===== src/hdl/mrta_pkg.sv =====
`timescale 1ns / 1ps
`default_nettype none
// ----------------------------------------------------------------------------
// mrta_pkg: shared definitions for the mixed-radix time accumulator
// Field widths, moduli, controller states and the control/status bundles.
// ----------------------------------------------------------------------------
package mrta_pkg;

  localparam int unsigned FRAME_RATE = 30;
  localparam int unsigned SEC_RATE   = 60;
  localparam int unsigned MIN_RATE   = 60;
  localparam int unsigned HOUR_LIMIT = 99;

  localparam int unsigned NUM_FIELDS = 4;
  localparam int unsigned IDX_W      = $clog2(NUM_FIELDS);
  localparam int unsigned DELTA_W    = 8;
  localparam int unsigned FIELD_W    = 8;
  localparam int unsigned WRAP_W     = 16;

  localparam int unsigned MASK_W     = NUM_FIELDS;
  localparam int unsigned FRAMES_W   = 5;
  localparam int unsigned SECONDS_W  = 6;
  localparam int unsigned MINUTES_W  = 6;
  localparam int unsigned HOURS_W    = 7;

  localparam logic [IDX_W-1:0] IDX_FRAMES  = IDX_W'(0);
  localparam logic [IDX_W-1:0] IDX_SECONDS = IDX_W'(1);
  localparam logic [IDX_W-1:0] IDX_MINUTES = IDX_W'(2);
  localparam logic [IDX_W-1:0] IDX_HOURS   = IDX_W'(3);

  typedef logic [IDX_W-1:0]   idx_t;
  typedef logic [FIELD_W-1:0] field_t;

  typedef enum logic [1:0] {
    ST_IDLE,
    ST_SUM,
    ST_NORM,
    ST_EMIT
  } mrta_state_e;

  typedef struct packed {
    logic in_rdy;
    logic sum;
    logic step;
    logic rotate;
    logic emit;
  } mrta_cmd_t;

  typedef struct packed {
    logic in_take;
    logic in_range;
    logic last;
    logic out_free;
  } mrta_sts_t;

  function automatic field_t field_mod(input idx_t idx);
    field_t m;
    case (idx)
      IDX_FRAMES:  m = FIELD_W'(FRAME_RATE);
      IDX_SECONDS: m = FIELD_W'(SEC_RATE);
      IDX_MINUTES: m = FIELD_W'(MIN_RATE);
      IDX_HOURS:   m = FIELD_W'(HOUR_LIMIT);
      default:     m = FIELD_W'(FRAME_RATE);
    endcase
    return m;
  endfunction

endpackage
`default_nettype wire


===== src/hdl/mrta_if.sv =====
`timescale 1ns / 1ps
`default_nettype none
// ----------------------------------------------------------------------------
// mrta_in_if / mrta_out_if: valid/ready channels of the time accumulator
// Input carries the four signed deltas, output the mask and updated time.
// ----------------------------------------------------------------------------
interface mrta_in_if;
  import mrta_pkg::*;

  logic                      valid;
  logic                      ready;
  logic signed [DELTA_W-1:0] delta_frames;
  logic signed [DELTA_W-1:0] delta_seconds;
  logic signed [DELTA_W-1:0] delta_minutes;
  logic signed [DELTA_W-1:0] delta_hours;

  modport source (output valid, delta_frames, delta_seconds, delta_minutes, delta_hours,
                  input ready);
  modport sink   (input valid, delta_frames, delta_seconds, delta_minutes, delta_hours,
                  output ready);
endinterface

interface mrta_out_if;
  import mrta_pkg::*;

  logic                 valid;
  logic                 ready;
  logic [MASK_W-1:0]    carry_mask;
  logic [FRAMES_W-1:0]  frames_now;
  logic [SECONDS_W-1:0] seconds_now;
  logic [MINUTES_W-1:0] minutes_now;
  logic [HOURS_W-1:0]   hours_now;
  logic [WRAP_W-1:0]    hour_wraps_now;

  modport source (output valid, carry_mask, frames_now, seconds_now, minutes_now,
                  hours_now, hour_wraps_now, input ready);
  modport sink   (input valid, carry_mask, frames_now, seconds_now, minutes_now,
                  hours_now, hour_wraps_now, output ready);
endinterface
`default_nettype wire


===== src/hdl/mrta_ctrl.sv =====
`timescale 1ns / 1ps
`default_nettype none
// ----------------------------------------------------------------------------
// mrta_ctrl: sequencer of the time accumulator
// Walks the fields in order: sum, normalise one step a cycle, rotate, emit.
// ----------------------------------------------------------------------------
module mrta_ctrl (
  input  wire                 clk_i,
  input  wire                 rst_ni,
  input  mrta_pkg::mrta_sts_t sts_i,
  output mrta_pkg::mrta_cmd_t cmd_o
);
  import mrta_pkg::*;

  mrta_state_e state_q, state_d;

  always_ff @(posedge clk_i or negedge rst_ni) begin
    if (!rst_ni) begin
      state_q <= ST_IDLE;
    end else begin
      state_q <= state_d;
    end
  end

  always_comb begin
    state_d = state_q;
    case (state_q)
      ST_IDLE: begin
        if (sts_i.in_take) state_d = ST_SUM;
      end
      ST_SUM: begin
        state_d = ST_NORM;
      end
      ST_NORM: begin
        if (sts_i.in_range) state_d = sts_i.last ? ST_EMIT : ST_SUM;
      end
      ST_EMIT: begin
        if (sts_i.out_free) state_d = ST_IDLE;
      end
      default: begin
        state_d = ST_IDLE;
      end
    endcase
  end

  always_comb begin
    cmd_o = '0;
    case (state_q)
      ST_IDLE: begin
        cmd_o.in_rdy = 1'b1;
      end
      ST_SUM: begin
        cmd_o.sum = 1'b1;
      end
      ST_NORM: begin
        cmd_o.step   = !sts_i.in_range;
        cmd_o.rotate = sts_i.in_range;
      end
      ST_EMIT: begin
        cmd_o.emit = sts_i.out_free;
      end
      default: begin
        cmd_o = '0;
      end
    endcase
  end

endmodule
`default_nettype wire


===== src/hdl/mrta_dp.sv =====
`timescale 1ns / 1ps
`default_nettype none
// ----------------------------------------------------------------------------
// mrta_dp: datapath of the time accumulator
// Field ring (current field at slot 0), working sum, hour-wrap count,
// carry mask and the output register.
// ----------------------------------------------------------------------------
module mrta_dp (
  input  wire                 clk_i,
  input  wire                 rst_ni,
  input  mrta_pkg::mrta_cmd_t cmd_i,
  output mrta_pkg::mrta_sts_t sts_o,
  mrta_in_if.sink             in_i,
  mrta_out_if.source          out_o
);
  import mrta_pkg::*;

  field_t            fld_q   [NUM_FIELDS];
  field_t            delta_q [NUM_FIELDS];
  field_t            acc_q;
  idx_t              idx_q;
  logic [MASK_W-1:0] mask_q;
  logic [WRAP_W-1:0] wrap_q;
  logic              out_valid_q;

  logic [MASK_W-1:0]    omask_q;
  logic [FRAMES_W-1:0]  ofrm_q;
  logic [SECONDS_W-1:0] osec_q;
  logic [MINUTES_W-1:0] omin_q;
  logic [HOURS_W-1:0]   ohr_q;
  logic [WRAP_W-1:0]    owrap_q;

  field_t mod;
  logic   neg;
  logic   last;

  assign mod  = field_mod(idx_q);
  assign neg  = acc_q[FIELD_W-1];
  assign last = (idx_q == IDX_HOURS);

  assign in_i.ready     = cmd_i.in_rdy;
  assign sts_o.in_take  = in_i.valid && cmd_i.in_rdy;
  assign sts_o.in_range = !neg && (acc_q < mod);
  assign sts_o.last     = last;
  assign sts_o.out_free = !out_valid_q || out_o.ready;

  // payload and working registers
  always_ff @(posedge clk_i) begin
    if (sts_o.in_take) begin
      delta_q[0] <= $unsigned(in_i.delta_frames);
      delta_q[1] <= $unsigned(in_i.delta_seconds);
      delta_q[2] <= $unsigned(in_i.delta_minutes);
      delta_q[3] <= $unsigned(in_i.delta_hours);
    end else if (cmd_i.rotate) begin
      for (int i = 0; i < NUM_FIELDS - 1; i++) delta_q[i] <= delta_q[i+1];
      delta_q[NUM_FIELDS-1] <= delta_q[0];
    end
    if (cmd_i.sum) begin
      acc_q <= fld_q[0] + delta_q[0];
    end else if (cmd_i.step) begin
      acc_q <= neg ? acc_q + mod : acc_q - mod;
    end
    if (cmd_i.emit) begin
      omask_q <= mask_q;
      ofrm_q  <= fld_q[0][FRAMES_W-1:0];
      osec_q  <= fld_q[1][SECONDS_W-1:0];
      omin_q  <= fld_q[2][MINUTES_W-1:0];
      ohr_q   <= fld_q[3][HOURS_W-1:0];
      owrap_q <= wrap_q;
    end
  end

  // time state and control
  always_ff @(posedge clk_i or negedge rst_ni) begin
    if (!rst_ni) begin
      for (int i = 0; i < NUM_FIELDS; i++) fld_q[i] <= '0;
      wrap_q      <= '0;
      idx_q       <= '0;
      mask_q      <= '0;
      out_valid_q <= 1'b0;
    end else begin
      if (sts_o.in_take) begin
        idx_q  <= '0;
        mask_q <= '0;
      end
      if (cmd_i.step) begin
        mask_q[idx_q] <= 1'b1;
        if (last) begin
          wrap_q <= neg ? wrap_q - WRAP_W'(1) : wrap_q + WRAP_W'(1);
        end else begin
          fld_q[1] <= neg ? fld_q[1] - FIELD_W'(1) : fld_q[1] + FIELD_W'(1);
        end
      end
      if (cmd_i.rotate) begin
        for (int i = 0; i < NUM_FIELDS - 1; i++) fld_q[i] <= fld_q[i+1];
        fld_q[NUM_FIELDS-1] <= acc_q;
        idx_q <= idx_q + IDX_W'(1);
      end
      if (cmd_i.emit) begin
        out_valid_q <= 1'b1;
      end else if (out_o.ready) begin
        out_valid_q <= 1'b0;
      end
    end
  end

  assign out_o.valid          = out_valid_q;
  assign out_o.carry_mask     = omask_q;
  assign out_o.frames_now     = ofrm_q;
  assign out_o.seconds_now    = osec_q;
  assign out_o.minutes_now    = omin_q;
  assign out_o.hours_now      = ohr_q;
  assign out_o.hour_wraps_now = owrap_q;

endmodule
`default_nettype wire


===== src/hdl/mixed_radix_time_accumulator.sv =====
`timescale 1ns / 1ps
`default_nettype none
// ----------------------------------------------------------------------------
// mixed_radix_time_accumulator: running frames:seconds:minutes:hours time
// Each transfer adds four signed deltas and returns the updated time, the
// hour-wrap count and a mask of the fields that carried or borrowed.
// ----------------------------------------------------------------------------
// One item is handled at a time: the item is taken, each field in turn is summed,
// normalised and rotated out, and the result is emitted. Normalisation uses one
// shared add/subtract unit that moves a field sum by one modulus per cycle and
// moves the next field (or the hour-wrap count) by one. With the default moduli
// and an in-range time there are at most 13 normalisation steps per item. The
// result sits in an output register; the next input is taken while it waits.
// ----------------------------------------------------------------------------
module mixed_radix_time_accumulator (
  input  wire        clk_i,
  input  wire        rst_ni,
  mrta_in_if.sink    in_i,
  mrta_out_if.source out_o
);
  import mrta_pkg::*;

  mrta_cmd_t cmd;
  mrta_sts_t sts;

  mrta_ctrl u_ctrl (
    .clk_i  (clk_i),
    .rst_ni (rst_ni),
    .sts_i  (sts),
    .cmd_o  (cmd)
  );

  mrta_dp u_dp (
    .clk_i  (clk_i),
    .rst_ni (rst_ni),
    .cmd_i  (cmd),
    .sts_o  (sts),
    .in_i   (in_i),
    .out_o  (out_o)
  );

endmodule
`default_nettype wire

===== src/flat_wrapper.sv =====
// flat-port wrapper written by rule: the top's interface ports become plain ports
module mixed_radix_time_accumulator_flat import mrta_pkg::*;
  (clk_i, rst_ni, in_i_valid, in_i_delta_frames, in_i_delta_seconds, in_i_delta_minutes, in_i_delta_hours, in_i_ready, out_o_valid, out_o_carry_mask, out_o_frames_now, out_o_seconds_now, out_o_minutes_now, out_o_hours_now, out_o_hour_wraps_now, out_o_ready);
  mrta_in_if in_i_i ();
  mrta_out_if out_o_i ();
  input  wire clk_i;
  input  wire rst_ni;
  input wire logic [$bits(in_i_i.valid)-1:0] in_i_valid;
  input wire logic [$bits(in_i_i.delta_frames)-1:0] in_i_delta_frames;
  input wire logic [$bits(in_i_i.delta_seconds)-1:0] in_i_delta_seconds;
  input wire logic [$bits(in_i_i.delta_minutes)-1:0] in_i_delta_minutes;
  input wire logic [$bits(in_i_i.delta_hours)-1:0] in_i_delta_hours;
  output wire logic [$bits(in_i_i.ready)-1:0] in_i_ready;
  output wire logic [$bits(out_o_i.valid)-1:0] out_o_valid;
  output wire logic [$bits(out_o_i.carry_mask)-1:0] out_o_carry_mask;
  output wire logic [$bits(out_o_i.frames_now)-1:0] out_o_frames_now;
  output wire logic [$bits(out_o_i.seconds_now)-1:0] out_o_seconds_now;
  output wire logic [$bits(out_o_i.minutes_now)-1:0] out_o_minutes_now;
  output wire logic [$bits(out_o_i.hours_now)-1:0] out_o_hours_now;
  output wire logic [$bits(out_o_i.hour_wraps_now)-1:0] out_o_hour_wraps_now;
  input wire logic [$bits(out_o_i.ready)-1:0] out_o_ready;
  assign in_i_i.valid = in_i_valid;
  assign in_i_i.delta_frames = in_i_delta_frames;
  assign in_i_i.delta_seconds = in_i_delta_seconds;
  assign in_i_i.delta_minutes = in_i_delta_minutes;
  assign in_i_i.delta_hours = in_i_delta_hours;
  assign in_i_ready = in_i_i.ready;
  assign out_o_valid = out_o_i.valid;
  assign out_o_carry_mask = out_o_i.carry_mask;
  assign out_o_frames_now = out_o_i.frames_now;
  assign out_o_seconds_now = out_o_i.seconds_now;
  assign out_o_minutes_now = out_o_i.minutes_now;
  assign out_o_hours_now = out_o_i.hours_now;
  assign out_o_hour_wraps_now = out_o_i.hour_wraps_now;
  assign out_o_i.ready = out_o_ready;
  mixed_radix_time_accumulator u_core (.clk_i(clk_i), .rst_ni(rst_ni), .in_i(in_i_i), .out_o(out_o_i));
endmodule

===== config.mk =====
export PLATFORM = sky130hd
export DESIGN_NAME = mixed_radix_time_accumulator_flat
export DESIGN_NICKNAME = d
export VERILOG_FILES = /design/src/hdl/mrta_pkg.sv /design/src/hdl/mrta_if.sv /design/src/hdl/mrta_ctrl.sv /design/src/hdl/mrta_dp.sv /design/src/hdl/mixed_radix_time_accumulator.sv /design/src/flat_wrapper.sv
export SDC_FILE = /design/constraint.sdc
export NUM_CORES = 1
export LEC_CHECK = 0
export ABC_AREA = 1
export BUFFER_PORTS_ARGS = -buffer_cell sky130_fd_sc_hd__clkbuf_2
export CAP_MARGIN = 5
export CORE_ASPECT_RATIO = 0.7
export CORE_UTILIZATION = 59
export CTS_CLUSTER_SIZE = 25
export DETAILED_ROUTE_END_ITERATION = 10
export HOLD_SLACK_MARGIN = 0.03
export PLACE_DENSITY = 0.78
export SYNTH_ARGS = -nofsm -noshare
export SYNTH_HDL_FRONTEND = slang
export SYNTH_SLANG_ARGS = --single-unit

===== constraint.sdc =====
create_clock -name clk_i -period 3.9 [get_ports clk_i]
set_input_delay 0.39 -clock clk_i [delete_from_list [all_inputs] [get_ports clk_i]]
set_output_delay 0.39 -clock clk_i [all_outputs]
set_load 0.005 [all_outputs]

==> results of run 1 <==
-- final cells by class --
| type | count | area (sq um) |
|---|---|---|
| Clock buffer | 20 | 468 |
| Inverter | 102 | 383 |
| Sequential cell | 141 | 3950 |
| Tap cell | 162 | 203 |
| Clock inverter | 12 | 161 |
| Multi-Input combinational cell | 597 | 3110 |
| Timing Repair Buffer | 89 | 478 |
| Fill cell | 931 | 3710 |
-- cell usage in the layout, fill, tap and decap left out, types with 7 or more instances in the layout --
cell type / instances
a21oi_1: 24
buf_4: 7
clkbuf_16: 18
clkbuf_2: 81
dfrtp_1: 57
edfxtp_1: 84
ha_1: 47
inv_1: 99
nand2_1: 341
nand3_1: 56
nand3b_1: 7
nor2_1: 29
o21ai_0: 35
or2_2: 9
xnor2_1: 7
xor2_1: 9
-- layer usage --
| metal | part of all wire | wire length (microns) | track usage |
|---|---|---|---|
| met5 | 0 | 0 | 0 |
| met3 | 0.093 | 1600 | 0.0807 |
| met2 | 0.40 | 6920 | 0.382 |
| met4 | 0.010 | 174 | 0.0744 |
| met1 | 0.50 | 8580 | 0.449 |
-- logic make-up after synthesis --
kind of cell | after synthesis
AOI/OAI and AO/OA | 71
xor gates and xnor gates | 16
adders and majority gates | 52
buffers and inverters | 122
DFF | 141
and+or+nand+nor | 458
-- worst max-delay path, delay by kind of cell, from the launching register on --
| kind | cells | cell delay, ns |
|---|---|---|
| AO/OA/AOI/OAI | 1 | 0.18 |
| AND/OR/NAND/NOR | 4 | 0.69 |
| buffers and inverters | 4 | 0.75 |
| adder cells (fa/ha/maj) | 2 | 0.65 |
| flip-flops | 1 | 0.42 |
-- worst max path at each step --
stage	slack, ns	to	startpoint	cells after the start
2_1_floorplan	1.03	u_core.u_dp.out_o.carry_mask[0]	u_core.u_dp.out_o.valid	4
3_3_place_gp	0.99	u_core.u_dp.delta_q[0][16]	u_core.u_dp.idx_q[0]	11
3_5_place_dp	0.88	u_core.u_dp.delta_q[0][16]	u_core.u_dp.idx_q[0]	10
4_1_cts	0.87	u_core.u_dp.delta_q[0][31]	u_core.u_dp.idx_q[0]	10
5_1_grt	0.62	u_core.u_dp.delta_q[0][31]	u_core.u_dp.idx_q[0]	10
6_report	0.85	u_core.u_dp.delta_q[0][15]	u_core.u_dp.idx_q[1]	11
-- report_power, final --
group | switching (mW) | internal, mW | total (mW) | leakage (nW)
sequential | 0.409 | 2.31 | 2.71 | 1.52
clock | 0.647 | 1.06 | 1.71 | 0.298
combinational | 2.41 | 1.34 | 3.75 | 2.62
total | 3.47 | 4.71 | 8.18 | 4.43
-- registers in the layout (all words and copies together) (netlist names) --
signal,cells
u_core.u_dp.out_o.hour_wraps_now,16
u_core.u_dp.out_o.carry_mask,4
u_core.u_dp.fld_q,32
u_core.u_ctrl.state_q,2
u_core.u_dp.out_o.seconds_now,6
u_core.u_dp.out_o.minutes_now,6
u_core.u_dp.wrap_q,16
u_core.u_dp.acc_q,8
u_core.u_dp.out_o.valid,1
u_core.u_dp.out_o.hours_now,7
u_core.u_dp.out_o.frames_now,5
u_core.u_dp.mask_q,4
u_core.u_dp.delta_q,32
u_core.u_dp.idx_q,2
-- through the flow --
step	setup WS, ns	instance area [sq um]
finish	0.853	8750
global route	0.619	8750
CTS	0.866	8750
detailed placement	0.879	8120
global placement	0.989	8120
floorplan	1.03	7580
==> results.yml, run 1 <==
run_status:
  outcome: "complete, no violations"
clock_tree:
  clockRootBuffer: "clkbuf_16"
  ctsResizeCount: 0
  cts_hold_buf: 0
  clk_latency_ns: 0.43
  cts_setup_buffers: 0
  cts_made_buffers: 17
  tritoncts: "done"
  htreeDepth: 4
  clockBufferDepth: 2
  clkTransAtPathRegs_ns: 0.06
  cts.sinks: 141
drt:
  viasPerCell: 5.25
  wl_microns: 17300
  vias: 5899
  routedWlPerCell_microns: 15.4
  drt_iter0_markers: 532
  drcViolationCount: 0
  antenna_left: 0
  drt_pass1_iterations: 5
setup_path:
  critPathMaxStageDelay_ns: 0.43
  worst_path_max_delay_cell: "ha_1"
  r2r-end: "u_core.u_dp.delta_q[0][15]"
  path_cells: "inv_1 -> ha_1 -> inv_1 -> ha_1 -> inv_2 -> nand2_1 -> nand2_1 -> a21oi_4 -> nand3_4 -> nand2_1 -> buf_4"
  reg2reg_depth: 11
  cp_max_fo: 38
  crit_path_end_kind: "register"
  cp.required_ns: 3.98
  cp_common_cell: "nand2_1"
  worstSetupPathType: "reg2reg"
  regToRegStartpoint: "u_core.u_dp.idx_q[1]"
  r2r_slack_ns: 0.85
  critPathLaunchType: "register"
  worstPathArrival_ns: 3.12
final_layout:
  drive_gt1_frac: 0.145
  nets: 1036
  fin_cells: 1123
  final_util: 0.702
  area_delta_synth_final_pct: 15.4
  diodes: 0
min_path:
  hold_class: "in2async"
floorplanning:
  die_x_microns: 137
  fp.dieH_microns: 96.8
  start_util: 0.608
  core-area_sq_um: 12500
  die-area_sq_um: 13300
  io_pins: 82
  rows: 34
logic_synthesis:
  synth_area_leaders: "edfxtp_1 (33%), dfrtp_1 (19%), nand2_1 (17%)"
  synthXorXnorAreaFrac: 0.0185
  synth_compound_area_frac: 0.0510
  yosys_register_bits: 141
  synthSimpleGateAreaFrac: 0.249
  syn-num-nets: 948
  synth_top_area_share: 0.333
  synth.most_common_cell: "nand2_1"
  synth_warnings: 0
  muxShareOfSynthArea: 0
  synth_flop_cell: "edfxtp_1"
  synthTopCellsByCount: "nand2_1 (341), inv_1 (99), edfxtp_1 (84)"
  yosysUniqueCellTypes: 34
  synth_top_family_by_area: "simple AND/OR/NAND/NOR gates"
  synth_fa_ha_area_frac: 0.0908
  syn-instance-count: 860
  syn_avg_cell_area_sq_um: 8.81
  ys_seq_area_frac: 0.521
  synth_area_leader_cell: "edfxtp_1"
  ys_async_sr_fraction: 0.404
  synth_edf_count: 84
  syn_area_sq_um: 7580
power_and_ir_drop:
  pwr_density_cell_nw_per_um2: 935
  total_leakage_power_nw: 4.43
  ir_worst_vdd_mv: 0.575
  power.total_mw: 8.18
global_route:
  grt_max_degree: 43
  grt_pass1_wl_microns: 28400
  antenna_found_initial: 0
  overflow: 0
  grt_pass1_vias: 5477
  track_usage: 0.286
placed_design:
  placed_cells: 1091
  numPortBuffers: 81
  dp_hpwl_microns: 12200
  gp_congestion: 0.946
sta:
  finalSetupTns_ns: 0
  max_freq_mhz: 328
  rsz0062_at_grt: "no"
  timing.final.crit_share: 0.781
  relSlewSlack: 0.185
  finalHoldViolations: 0
  skew_ns: 0.00975
  fin_hold_ws_ns: 0.0880
  drv_slew: 0
  min_period_ns: 3.05
  tightest_slew_ns: 1.22
  setup_viol_count_final: 0
run:
  cap_viol_max_count: 0
(Power assumes the default switching activity.)
==> run 2, diff against run 1 <==
Clock period 3.9 ns to 3 ns, I/O delays scaled along.
==> results.yml, run 2 (same netlist as run 1, synthesis figures left out) <==
run_status:
  outcome: "complete, no violations"
final_layout:
  final_util: 0.702
  area_delta_synth_final_pct: 15.4
  top_regs: "u_core.u_dp.delta_q: 32 flops, u_core.u_dp.fld_q: 32 flops"
  fin_cells: 1127
  final_common_cell: "nand2_1"
  nets: 1040
  drive_gt1_frac: 0.147
  layout_common_cells: "nand2_1 (341), inv_1 (99), edfxtp_1 (84), clkbuf_2 (81), dfrtp_1 (57)"
  diodes: 0
sta:
  setup_viol_count_final: 0
  min_period_ns: 2.69
  rsz0062_at_grt: "no"
  timing.final.crit_share: 0.896
  finalSetupTns_ns: 0
  max_freq_mhz: 372
  drv_slew: 0
  skew_ns: 0.0101
  finalHoldViolations: 0
  relSlewSlack: 0.538
  tightest_slew_ns: 0.693
placed_design:
  placed_cells: 1094
  dp_hpwl_microns: 12000
  gp_congestion: 0.898
  numPortBuffers: 81
drt:
  vias: 5897
  viasPerCell: 5.23
  drt_iter0_markers: 544
  drt_pass1_iterations: 5
  antenna_left: 0
  wl_microns: 16500
  routedWlPerCell_microns: 14.7
  drcViolationCount: 0
floorplanning:
  fp.dieH_microns: 96.8
  core-area_sq_um: 12500
  start_util: 0.608
  die-area_sq_um: 13300
  die_x_microns: 137
  io_pins: 82
  rows: 34
setup_path:
  crit_start: "u_core.u_dp.idx_q[0]"
  critPathMaxStageDelay_ns: 0.41
  worst_path_max_delay_cell: "dfrtp_1"
  regToRegStartpoint: "u_core.u_dp.idx_q[0]"
  crit_path_end_kind: "register"
  cp_max_fo: 9
  critPathBufInv: 1
  cp_common_cell: "nand2_1"
  path_cells: "ha_1 -> inv_1 -> ha_1 -> nor2_1 -> nand2_1 -> nand3_1 -> nand2_1 -> nand2_2 -> nand2_1 -> nand2_1"
  path_delay_family: "simple AND/OR/NAND/NOR gates"
  cp.required_ns: 3.07
  critPathLaunchType: "register"
  worstPathArrival_ns: 2.76
  worstSetupPathType: "reg2reg"
global_route:
  overflow: 0
  grt_pass1_vias: 5437
  track_usage: 0.273
  grt_max_degree: 57
  antenna_found_initial: 0
  grt_pass1_wl_microns: 27500
clock_tree:
  tritoncts: "done"
  clkTransAtPathRegs_ns: 0.06
  ctsResizeCount: 0
  cts_made_buffers: 17
  clk_latency_ns: 0.42
  clockRootBuffer: "clkbuf_16"
  cts.sinks: 141
  htreeDepth: 4
  clockBufferDepth: 2
min_path:
  hold_class: "in2reg"
  min_from: "in_i_delta_hours[2]"
power_and_ir_drop:
  combPwrFrac: 0.472
  total_leakage_power_nw: 4.44
  p_clk_frac: 0.193
  seqPwrFrac: 0.335
  ir_worst_vdd_mv: 0.651
  pwr_density_cell_nw_per_um2: 1190
  p_switching_mw: 4.50
  switching_share: 0.431
  internal_power_mw: 5.95
run:
  cap_viol_max_count: 0
## run 2: cell count changes in the layout (fill, tap and decap cells not counted), sizes merged
| cell | delta |
|---|---|
| clkinvlp | -1 |
| clkbuf | -2 |
| inv | +2 |
| bufinv | -2 |
| buf | +3 |
| clkinv | +3 |
| dlygate4sd3 | +1 |
## run 2: repair_timing
| item | in CTS | in global routing |
|---|---|---|
| hold buffers | 1 | 0 |
| buffers inserted | 0 | 0 |
| hold endpoints to repair | 27 | 0 |
## run 2: cell type report
| cell class | count | area, sq um |
|---|---|---|
| inverters | 102 | 383 |
| clock buffers | 18 | 429 |
| flip-flops and latches | 141 | 3950 |
| clock inverters | 14 | 140 |
| fillers | 981 | 3720 |
| repair buffers | 93 | 536 |
| well taps | 162 | 203 |
| multi-input cells | 597 | 3110 |
## run 2: path summary, 6_finish.rpt
kind / to / slack, ns / cells past startpoint
hold / removal: u_core.u_dp.delta_q[0][26] / 0.14 / 3
setup / recovery: u_core.u_dp.acc_q[7] / 0.31 / 10
max in group asynchronous: u_core.u_dp.fld_q[7] / 1.64 / 3
setup reg to reg: u_core.u_dp.acc_q[7] / 0.31 / 10
hold reg to reg: u_core.u_dp.out_o.hours_now[4] / 0.45 / 0
min in group asynchronous: u_core.u_dp.wrap_q[5] / 0.46 / 2
## run 2: per-stage QoR
step | area, sq um | power [mW] | worst slack (ns) | hold WS (ns)
global route | 8750 | 11.3 | 0.0801 | 0.146
global placement | 8170 | 8.20 | 0.429 | 0.362
floorplan | 7580 | 6.99 | 0.127 | 0.00441
finish | 8750 | 10.4 | 0.313 | 0.144
detailed placement | 8170 | 8.33 | 0.336 | 0.363
CTS | 8750 | 10.4 | 0.330 | 0.133
## run 2: tightest hold or removal path: stages
cell and delay [ns]:
clkbuf_2 0.07, nand2_1 0.04, nand2_1 0.05
## run 2: power by group through the flow
stage | combinational, mW | sequential [mW] | clock (mW)
finish | 4.93 | 3.50 | 2.02
global route | 5.64 | 3.58 | 2.13
CTS | 4.87 | 3.49 | 2.04
detailed placement | 4.82 | 3.52 | 0
global placement | 4.71 | 3.49 | 0
floorplan | 3.62 | 3.37 | 0
## run 2: metal layers
| layer | global-route usage | vias up | part of all wire |
|---|---|---|---|
| met3 | 0.0624 | 21 | 0.079 |
| met1 | 0.432 | 2671 | 0.50 |
| met5 | 0 | - | 0 |
| li1 | - | 2967 | - |
| met2 | 0.370 | 238 | 0.40 |
| met4 | 0.0803 | 0 | 0.013 |
==> run 3, diff against run 2 <==
Settings changed: ABC_AREA 1 to not set, SYNTH_HIERARCHICAL set to 1.
==> results.yml, run 3 <==
run_status:
  outcome: "complete, but fails checks"
  violations: "setup timing"
logic_synthesis:
  synthTopCellsByCount: "edfxtp_1 (84), dfrtp_1 (57), mux2_2 (56)"
  synthSimpleGateAreaFrac: 0.0643
  synth_warnings: 6
  synth_compound_area_frac: 0.122
  synth_top_area_share: 0.352
  synth_edf_count: 84
  synth_top_family_by_area: "compound AO/OA/AOI/OAI gates"
  syn-instance-count: 562
  ys_seq_area_frac: 0.551
  synthXorXnorAreaFrac: 0.0355
  synth_fa_ha_area_frac: 0.0961
  yosysUniqueCellTypes: 59
  synth_area_leaders: "edfxtp_1 (35%), dfrtp_1 (20%), mux2_2 (8.8%)"
  syn_avg_cell_area_sq_um: 12.7
  yosys_register_bits: 141
  syn-num-nets: 650
  synth_area_leader_cell: "edfxtp_1"
  synth_flop_cell: "edfxtp_1"
  syn_area_sq_um: 7160
  muxShareOfSynthArea: 0.101
  ys_async_sr_fraction: 0.404
  synth.most_common_cell: "edfxtp_1"
min_path:
  hold_class: "in2reg"
  whs_endpoint: "u_core/u_dp/delta_q[0][1]"
  min_from: "in_i_delta_frames[1]"
  whs_path_depth: 2
placed_design:
  numPortBuffers: 81
  gp_congestion: 0.908
  dpl_cell_area_sq_um: 7930
  dp_hpwl_microns: 10100
global_route:
  antenna_found_initial: 0
  grt_pass1_wl_microns: 25100
  track_usage: 0.267
  overflow: 0
  grt_pass1_vias: 4935
  grt_max_degree: 47
final_layout:
  final_cell_area_sq_um: 9020
  fillers: 716
  diodes: 0
  area_delta_synth_final_pct: 26.0
  top_regs: "u_core/u_dp/delta_q: 32 flops, u_core/u_dp/fld_q: 32 flops"
  final_common_cell: "edfxtp_1"
  drive_gt1_frac: 0.364
  layout_common_cells: "edfxtp_1 (84), clkbuf_2 (81), dfrtp_1 (56), mux2_2 (55), ha_1 (40)"
  nets: 779
drt:
  antenna_left: 0
  viasPerCell: 5.85
  routedWlPerCell_microns: 19.7
  drcViolationCount: 0
  wl_microns: 17000
  vias: 5036
  drt_iter0_markers: 367
  drt_pass1_iterations: 7
floorplanning:
  die_x_microns: 134
  fp.dieH_microns: 94.2
  core-area_sq_um: 11800
  io_pins: 82
  start_util: 0.609
  die-area_sq_um: 12600
  rows: 33
clock_tree:
  htreeDepth: 4
  cts_made_buffers: 17
  clockRootBuffer: "clkbuf_16"
  clkTransAtPathRegs_ns: 0.06
  cts.sinks: 141
  tritoncts: "done"
  clk_latency_ns: 0.42
  clockBufferDepth: 2
setup_path:
  cp_max_fo: 5
  worstPathArrival_ns: 3.50
  worstSetupPathType: "reg2reg"
  crit_path_end_kind: "register"
  reg2reg_depth: 17
  regToRegStartpoint: "u_core/u_dp/idx_q[1]"
  cp.required_ns: 3.34
  r2r_slack_ns: -0.16
  critPathLaunchType: "register"
  r2r-end: "u_core/u_dp/fld_q[23]"
sta:
  max_freq_mhz: 316
  worst_slack_ns: -0.161
  setup_viol_count_final: 64
  tightest_slew_ns: 1.12
  drv_slew: 0
  min_period_ns: 3.16
  finalHoldViolations: 0
  timing.final.crit_share: 1.05
  relSlewSlack: 0.250
  rsz0062_at_grt: "yes"
  skew_ns: 0.0117
power_and_ir_drop:
  power.total_mw: 9.94
  total_leakage_power_nw: 3.91
  ir_worst_vdd_mv: 0.615
  pwr_density_cell_nw_per_um2: 1100
run:
  cap_viol_max_count: 0
run 3: cell type report:
class | instances | area (sq um) | share of cell area
repair buffers | 131 | 1050 | 0.116
flip-flops and latches | 141 | 3950 | 0.438
multi-input cells | 374 | 3170 | 0.352
inverters | 26 | 97.6 | 0.0108
clock buffers | 17 | 425 | 0.0471
clock inverters | 15 | 131 | 0.0146
well taps | 157 | 196 | 0.0218
run 3: cells by family after synthesis:
group | count (synthesis)
DFF | 141
buffers and inverters | 48
xor gates and xnor gates | 29
muxes | 65
and+or+nand+nor | 95
adders and majority gates | 52
AOI/OAI and AO/OA | 132
run 3: worst max-delay path: stages (launching register included):
cell and delay [ns]:
dfrtp_1 0.42, inv_2 0.08, ha_4 0.28, inv_2 0.04
fa_2 0.36, o21ba_4 0.21, o21ai_4 0.13, a221oi_2 0.09
o21a_1 0.20, buf_4 0.14, nor3b_4 0.25, buf_6 0.16
nand2b_4 0.09, nor4_2 0.19, a21oi_1 0.11, o21ai_1 0.16
mux2i_1 0.09, o211ai_1 0.08
run 3: worst max path at each step:
stage | from | end | slack, ns
3_5_place_dp | u_core/u_dp/idx_q[0] | u_core/u_dp/fld_q[23] | -0.22
2_1_floorplan | u_core/u_dp/idx_q[0] | u_core/u_dp/delta_q[0][1] | 0.004
3_3_place_gp | u_core/u_dp/idx_q[0] | u_core/u_dp/fld_q[18] | -0.02
4_1_cts | u_core/u_dp/idx_q[0] | u_core/u_dp/fld_q[23] | -0.03
6_report | u_core/u_dp/idx_q[1] | u_core/u_dp/fld_q[23] | -0.16
5_1_grt | u_core/u_dp/idx_q[1] | u_core/u_dp/fld_q[23] | -0.24
run 3: per-layer routing:
| metal | global-route usage | up-vias | share of wire |
|---|---|---|---|
| li1 | - | 2339 | - |
| met1 | 0.368 | 2479 | 0.46 |
| met2 | 0.414 | 191 | 0.47 |
| met3 | 0.0566 | 27 | 0.063 |
| met4 | 0.107 | 0 | 0.012 |
| met5 | 0 | - | 0 |
run 3: per-stage QoR:
step / hold slack [ns] / setup TNS [ns] / instances / util / setup slack, ns
floorplan: 0.00441 / 0 / 562 / - / 0.00445
global placement: 0.394 / -0.0159 / 806 / 0.674 / -0.0159
detailed placement: 0.403 / -2.61 / 806 / 0.674 / -0.216
CTS: 0.160 / -0.0339 / 849 / 0.740 / -0.0339
global route: 0.161 / -11.65 / 861 / 0.767 / -0.244
finish: 0.171 / -3.45 / 861 / 0.767 / -0.161
run 3: power by group:
group | internal, mW | switching [mW]
logic | 2.11 | 2.42
registers | 2.89 | 0.530
clock network | 1.09 | 0.907
total | 6.09 | 3.85
run 3: what timing repair did:
item                                   in CTS  in global routing
gates cloned                                4                  7
hold buffers                                1                  0
endpoints found under the hold margin      26                  0
gates resized for setup                    22                 28
setup endpoints to repair                  59                 98
setup buffers                               6                  5
pin swaps                                   6                  5
